--- src/rtl/xpr_pkg.sv ---
// Package with the payload types and register indexes of the XMODEM packet receiver.
package xpr_pkg;

  // Configuration register indexes.
  localparam logic [7:0] CFG_START_CODE = 8'd0;
  localparam logic [7:0] CFG_END_CODE   = 8'd1;

  // Reset values of the configuration registers (SOH and EOT).
  localparam logic [7:0] START_CODE_RST = 8'd1;
  localparam logic [7:0] END_CODE_RST   = 8'd4;

  // Block number plus its complement must sum to this value.
  localparam logic [8:0] COMPL_SUM = 9'd255;

  typedef struct packed {
    logic [7:0] rx_byte;
  } xpr_in_t;

  typedef struct packed {
    logic       store_valid;
    logic [7:0] store_index;
    logic [7:0] store_byte;
    logic       header_ok;
    logic [7:0] block_number;
    logic       header_error;
    logic       packet_done;
    logic       start_seen;
    logic       end_seen;
  } xpr_out_t;

  typedef struct packed {
    logic [7:0] reg_index;
    logic [7:0] wdata;
  } xpr_cfg_t;

endpackage

--- src/rtl/xpr_stream_if.sv ---
// Valid/ready channel interface carrying one request payload.
interface xpr_stream_if #(
  parameter type payload_t = logic [7:0]
);
  logic     valid;
  logic     ready;
  payload_t payload;

  modport source (output valid, output payload, input ready);
  modport sink (input valid, input payload, output ready);
endinterface

--- src/rtl/xmodem_packet_receiver.sv ---
// XMODEM packet receiver: one received byte in, one framing result out, every cycle while the output is not stalled.
// Each accepted byte yields exactly one result request, in order. A byte goes into an
// input register, the framing state machine decodes it against the current phase, and
// the result lands in an output register, so a new byte can be taken every cycle while
// the output is not stalled (one byte per cycle sustained). While a result waits on a stalled
// output, the input register takes at most one more byte and then the input stalls too.
// Payload and CRC bytes come out as
// buffer writes at indices 0 to PAYLOAD_BYTES+1 (low 8 bits), with pulses for a start
// byte, an end-of-transfer byte, a good or bad block number and a finished packet. The
// CRC is not checked. Write start_code and end_code only while the block is idle.
module xmodem_packet_receiver
  import xpr_pkg::*;
#(
  parameter int PAYLOAD_BYTES = 128
) (
  input  logic          clk,
  input  logic          rst_n,
  xpr_stream_if.sink    in_ch,
  xpr_stream_if.source  out_ch,
  xpr_stream_if.sink    cfg_ch
);

  localparam int CW = $clog2(PAYLOAD_BYTES + 2);

  typedef enum logic [2:0] {
    PH_IDLE  = 3'd0,
    PH_BLOCK = 3'd1,
    PH_COMPL = 3'd2,
    PH_FIRST = 3'd3,
    PH_DATA  = 3'd4,
    PH_CRC1  = 3'd5,
    PH_CRC2  = 3'd6
  } phase_t;

  // Configuration registers.
  logic [7:0] start_code_r;
  logic [7:0] end_code_r;

  // Input register.
  logic       in_valid_r;
  logic [7:0] rx_r;

  // Framing state.
  phase_t     phase_r, phase_nxt;
  logic [CW-1:0] count_r, count_nxt;
  logic [CW-1:0] count_inc;
  logic [7:0] held_r, held_nxt;

  // Output register.
  logic       out_valid_r;
  xpr_out_t   res_r, res_nxt;

  logic       advance;
  logic       fire;
  logic [8:0] compl_sum;
  logic [CW+7:0] idx_ext;

  // Handshake: the output register frees when empty or taken, the input register follows.
  assign advance      = !out_valid_r || out_ch.ready;
  assign in_ch.ready  = !in_valid_r || advance;
  assign fire         = in_valid_r && advance;
  assign cfg_ch.ready = 1'b1;
  assign out_ch.valid = out_valid_r;
  assign out_ch.payload = res_r;

  // Configuration writes; indexes beyond the list are ignored.
  always_ff @(posedge clk) begin
    if (!rst_n) begin
      start_code_r <= START_CODE_RST;
      end_code_r   <= END_CODE_RST;
    end else if (cfg_ch.valid) begin
      case (cfg_ch.payload.reg_index)
        CFG_START_CODE: start_code_r <= cfg_ch.payload.wdata;
        CFG_END_CODE:   end_code_r   <= cfg_ch.payload.wdata;
        default: ;
      endcase
    end
  end

  // Input register valid flag.
  always_ff @(posedge clk) begin
    if (!rst_n) begin
      in_valid_r <= 1'b0;
    end else if (in_ch.ready) begin
      in_valid_r <= in_ch.valid;
    end
  end

  // Input register payload.
  always_ff @(posedge clk) begin
    if (in_ch.valid && in_ch.ready) begin
      rx_r <= in_ch.payload.rx_byte;
    end
  end

  assign count_inc = count_r + CW'(1);
  assign compl_sum = {1'b0, rx_r} + {1'b0, held_r};
  assign idx_ext   = {8'b0, count_r};

  // Per-byte framing decode.
  always_comb begin
    phase_nxt = phase_r;
    count_nxt = count_r;
    held_nxt  = held_r;
    res_nxt   = '0;
    case (phase_r)
      PH_IDLE: begin
        count_nxt = '0;
        if (rx_r == start_code_r) begin
          phase_nxt          = PH_BLOCK;
          res_nxt.start_seen = 1'b1;
        end
        if (rx_r == end_code_r) begin
          res_nxt.end_seen = 1'b1;
        end
      end
      PH_BLOCK: begin
        held_nxt  = rx_r;
        phase_nxt = PH_COMPL;
      end
      PH_COMPL: begin
        if (compl_sum == COMPL_SUM) begin
          res_nxt.header_ok    = 1'b1;
          res_nxt.block_number = held_r;
          phase_nxt            = PH_FIRST;
        end else begin
          res_nxt.header_error = 1'b1;
          phase_nxt            = PH_IDLE;
        end
      end
      PH_FIRST: begin
        res_nxt.store_valid = 1'b1;
        res_nxt.store_index = 8'd0;
        res_nxt.store_byte  = rx_r;
        count_nxt           = CW'(1);
        phase_nxt           = (PAYLOAD_BYTES <= 1) ? PH_CRC1 : PH_DATA;
      end
      PH_DATA: begin
        res_nxt.store_valid = 1'b1;
        res_nxt.store_index = idx_ext[7:0];
        res_nxt.store_byte  = rx_r;
        count_nxt           = count_inc;
        if (count_inc >= CW'(PAYLOAD_BYTES)) begin
          phase_nxt = PH_CRC1;
        end
      end
      PH_CRC1: begin
        res_nxt.store_valid = 1'b1;
        res_nxt.store_index = idx_ext[7:0];
        res_nxt.store_byte  = rx_r;
        count_nxt           = count_inc;
        phase_nxt           = PH_CRC2;
      end
      PH_CRC2: begin
        res_nxt.store_valid = 1'b1;
        res_nxt.store_index = idx_ext[7:0];
        res_nxt.store_byte  = rx_r;
        res_nxt.packet_done = 1'b1;
        count_nxt           = count_inc;
        phase_nxt           = PH_IDLE;
      end
      default: begin
        phase_nxt = PH_IDLE;
      end
    endcase
  end

  // Framing state and output valid flag.
  always_ff @(posedge clk) begin
    if (!rst_n) begin
      phase_r     <= PH_IDLE;
      count_r     <= '0;
      out_valid_r <= 1'b0;
    end else begin
      if (fire) begin
        phase_r <= phase_nxt;
        count_r <= count_nxt;
      end
      if (advance) begin
        out_valid_r <= in_valid_r;
      end
    end
  end

  // Held block number and result payload.
  always_ff @(posedge clk) begin
    if (fire) begin
      held_r <= held_nxt;
      res_r  <= res_nxt;
    end
  end

endmodule

--- src/flat_wrapper.sv ---
// flat-port wrapper written by rule: the top's interface ports become plain ports
module xmodem_packet_receiver_flat import xpr_pkg::*;
#(
  parameter int PAYLOAD_BYTES = 128
)
  (clk, rst_n, in_ch_valid, in_ch_payload, in_ch_ready, out_ch_valid, out_ch_payload, out_ch_ready, cfg_ch_valid, cfg_ch_payload, cfg_ch_ready);
  xpr_stream_if #(.payload_t(xpr_in_t)) in_ch_i ();
  xpr_stream_if #(.payload_t(xpr_out_t)) out_ch_i ();
  xpr_stream_if #(.payload_t(xpr_cfg_t)) cfg_ch_i ();
  input  logic clk;
  input  logic rst_n;
  input wire logic [$bits(in_ch_i.valid)-1:0] in_ch_valid;
  input wire logic [$bits(in_ch_i.payload)-1:0] in_ch_payload;
  output wire logic [$bits(in_ch_i.ready)-1:0] in_ch_ready;
  output wire logic [$bits(out_ch_i.valid)-1:0] out_ch_valid;
  output wire logic [$bits(out_ch_i.payload)-1:0] out_ch_payload;
  input wire logic [$bits(out_ch_i.ready)-1:0] out_ch_ready;
  input wire logic [$bits(cfg_ch_i.valid)-1:0] cfg_ch_valid;
  input wire logic [$bits(cfg_ch_i.payload)-1:0] cfg_ch_payload;
  output wire logic [$bits(cfg_ch_i.ready)-1:0] cfg_ch_ready;
  assign in_ch_i.valid = in_ch_valid;
  assign in_ch_i.payload = in_ch_payload;
  assign in_ch_ready = in_ch_i.ready;
  assign out_ch_valid = out_ch_i.valid;
  assign out_ch_payload = out_ch_i.payload;
  assign out_ch_i.ready = out_ch_ready;
  assign cfg_ch_i.valid = cfg_ch_valid;
  assign cfg_ch_i.payload = cfg_ch_payload;
  assign cfg_ch_ready = cfg_ch_i.ready;
  xmodem_packet_receiver #(.PAYLOAD_BYTES(PAYLOAD_BYTES)) u_core (.clk(clk), .rst_n(rst_n), .in_ch(in_ch_i), .out_ch(out_ch_i), .cfg_ch(cfg_ch_i));
endmodule
--- config.mk ---
export PLATFORM = sky130hd
export DESIGN_NAME = xmodem_packet_receiver_flat
export DESIGN_NICKNAME = d
export VERILOG_FILES = /design/src/rtl/xpr_pkg.sv /design/src/rtl/xpr_stream_if.sv /design/src/rtl/xmodem_packet_receiver.sv /design/src/flat_wrapper.sv
export SDC_FILE = /design/constraint.sdc
export NUM_CORES = 1
export LEC_CHECK = 0
export ABC_AREA = 1
export BUFFER_PORTS_ARGS = -buffer_cell sky130_fd_sc_hd__buf_4
export CAP_MARGIN = 25
export CORE_UTILIZATION = 55
export DETAILED_ROUTE_END_ITERATION = 8
export PLACE_DENSITY = 0.9
export RECOVER_POWER = 25
export SKIP_CTS_REPAIR_TIMING = 1
export SYNTH_ARGS = -nofsm -noshare
export SYNTH_HDL_FRONTEND = slang
export SYNTH_SLANG_ARGS = --single-unit
--- constraint.sdc ---
create_clock -name clk -period 2.96 [get_ports clk]
set_input_delay 0.148 -clock clk [delete_from_list [all_inputs] [get_ports clk]]
set_output_delay 0.148 -clock clk [all_outputs]
set_load 0.05 [all_outputs]
==> results.cfg <==
[drt]
first_pass_iters = 5
wl_per_cell_um = 13.3
vias = 2738
first_iter_violations = 196
ant_nets = 0
wl_um = 7080
viasPerCell = 5.13
drc = 0

[finish]
design_area_um2 = 4180
drive_gt1_frac = 0.155
finish.utilization = 0.698
nets = 493
antenna_cells = 0
area_growth_pct = 21.1

[logic_synthesis]
synth_xor_area_frac = 0.0355
yosysSeqAreaShare = 0.568
syn_area_um2 = 3450
async_reset_ff_frac = 0
synthCells = 379
synth_cell_type_count = 30
muxShareOfSynthArea = 0
synth-compound-area-share = 0.0757
synth_edf_count = 46
syn_area_per_cell_um2 = 9.11
synth-main-ff-cell = edfxtp_1
synth_top_family_by_area = simple AND/OR/NAND/NOR gates
yosys_register_bits = 75
syn-num-nets = 418
synthSimpleGateAreaFrac = 0.204
synth_adder_area_share = 0.0384
yosys_warnings = 0

[critical_path]
critPathRequiredTime_ps = 3160
start_kind = flop
cp_max_fo = 11
critical_path_arrival_ps = 2640
r2r_cells = 11
worstSetupPathType = flop to flop
worstSetupEndpointType = flop

[floorplanning]
die_area_um2 = 6600
row_count = 28
chipWidth_um = 81.3
core_area_um2 = 5990
start_util = 0.577
ioPinCount = 62
chipHeight_um = 81.3

[place]
place_area_um2 = 3980
numPortBuffers = 60
dpl_worst_slack_ps = 572
gp_congestion = 0.913
hpwl_um = 5040

[power]
irDropWorstVdd_v = 0.000361
p_int_w = 0.00160
switching_power_w = 0.000560
combPwrFrac = 0.101
swShare = 0.259
leakagePower_nw = 1.84
p_seq_frac = 0.533
clkPwrFrac = 0.366
power.density_nw_per_um2 = 517

[hold_path]
hold_depth = 3
holdCritPathClass = input port to flop

[clock_tree]
cts_buffer_depth = 2
clk_latency_ps = 360
cts_tree = yes
path_clk_slew_ps = 80
clock-sinks = 75
htreeDepth = 3
cts_inserted_buffers = 9
cts-root-buf = clkbuf_8

[grt]
grt_pass1_wl_um = 11600
grt_pass1_vias = 2632
antenna_found_initial = 0
grt_overflow_total = 0
track_usage = 0.241
grt_max_degree = 29

[sta]
timing_max_transition_violations_final = 0
holdWs_ps = 13.5
tns_ps = 0
fin_crit_ps = 2440
setup_ws_ps = 523
fmax_ghz = 0.410
finalHoldViolations = 0
tightest_slew_ps = 885
max_slew_margin = 0.410
rsz0062_at_grt = false
fin_crit_sh = 0.823
setup_viol = 0
finClkSkew_ps = 10.3

[run]
drv_cap = 0

[run_status]
status = completed
[cells in the mapped netlist (3+ instances only)]
cell type | n | area, um^2
nor2_1 | 56 | 210
dfxtp_1 | 29 | 581
clkbuf_1 | 3 | 11.3
edfxtp_1 | 46 | 1380
xnor2_1 | 10 | 87.6
xor2_1 | 4 | 35.0
nand3b_1 | 4 | 30.0
nor4_1 | 3 | 18.8
inv_2 | 4 | 15.0
nor3_1 | 5 | 25.0
nand3_1 | 20 | 100
inv_1 | 59 | 221
a21oi_1 | 22 | 110
nand2_1 | 70 | 263
ha_1 | 9 | 113
o21ai_0 | 16 | 80.1
[routing by layer]
metal | wire, um | global-route usage | vias to the layer above
met5 | 0 | 0 | -
met4 | 168 | 0.109 | 0
met3 | 517 | 0.0697 | 22
met2 | 3550 | 0.411 | 119
met1 | 2840 | 0.280 | 1221
li1 | - | - | 1376
[cell type report]
type	instances	area, um^2
clock buffers	9	124
clock inverters	7	75.1
fillers	447	1810
multi-input cells	235	1210
inverters	63	236
flip-flops and latches	75	1960
repair buffers	70	478
well taps	75	93.8
[sequential cells by signal (all words and copies together), names as in the netlist]
name	flops
u_core.out_ch.payload	30
u_core.count_r	8
u_core.end_code_r	8
u_core.held_r	8
u_core.rx_r	8
u_core.start_code_r	8
u_core.phase_r	3
u_core.in_valid_r	1
u_core.out_ch.valid	1
[power groups by stage]
stage	clock network [W]	registers (W)	logic, W
2_1_floorplan	0	0.00123	0.0000863
3_3_place_gp	0	0.00117	0.000211
3_5_place_dp	0	0.00118	0.000217
4_1_cts	0.000802	0.00115	0.000218
5_1_grt	0.000849	0.00115	0.000238
6_report	0.000792	0.00115	0.000218
[per-stage QoR]
step	total power, W	std cells
after global placement	0.00139	510
after floorplan	0.00131	379
final	0.00216	534
after CTS	0.00217	526
after global routing	0.00224	534
after detailed placement	0.00139	510
[cell families after synthesis]
kind of cell,after synthesis
adders and majority gates,10
buffers and inverters,69
xor gates and xnor gates,14
DFF,75
other,1
and+or+nand+nor,165
AOI/OAI and AO/OA,45
[final timing paths]
check / start / end / slack, ps
setup / recovery: u_core.rx_r[0]$_DFFE_PP_ / u_core.out_ch.payload[7]$_SDFFCE_PN0P_ / 520
hold / removal: cfg_ch_payload[2] / u_core.end_code_r[2]$_SDFFE_PN1P_ / 10
setup reg to reg: u_core.rx_r[0]$_DFFE_PP_ / u_core.out_ch.payload[7]$_SDFFCE_PN0P_ / 520
hold reg to reg: u_core.start_code_r[2]$_SDFFE_PN0P_ / u_core.start_code_r[2]$_SDFFE_PN0P_ / 460
[worst max-delay path, cell delays in order, from the launching register on]
cell	delay, ps
edfxtp_1	470
ha_1	250
inv_1	80
fa_1	390
nand3b_1	160
nor2_1	110
nand2_1	50
inv_1	50
nand3_1	80
nor2_1	130
nand3_1	310
nor2_1	200
[cell usage in the layout, fill, tap and decap left out, types with 2 or more instances in the layout]
| cell type | instances |
|---|---|
| a21oi_1 | 23 |
| xor2_1 | 4 |
| buf_4 | 36 |
| nor2_2 | 2 |
| clkbuf_1 | 18 |
| o21ai_0 | 16 |
| inv_1 | 59 |
| inv_6 | 2 |
| nand4_1 | 2 |
| nand3_1 | 20 |
| nand2_1 | 70 |
| xnor2_1 | 10 |
| inv_2 | 4 |
| nand3b_1 | 4 |
| dlygate4sd3_1 | 8 |
| ha_1 | 9 |
| edfxtp_1 | 46 |
| clkinvlp_4 | 3 |
| nor4_1 | 3 |
| nor2_4 | 2 |
| clkbuf_8 | 9 |
| nor3_1 | 5 |
| nor2_1 | 56 |
| dfxtp_1 | 29 |
| clkbuf_4 | 8 |
(Power assumes the default switching activity.)
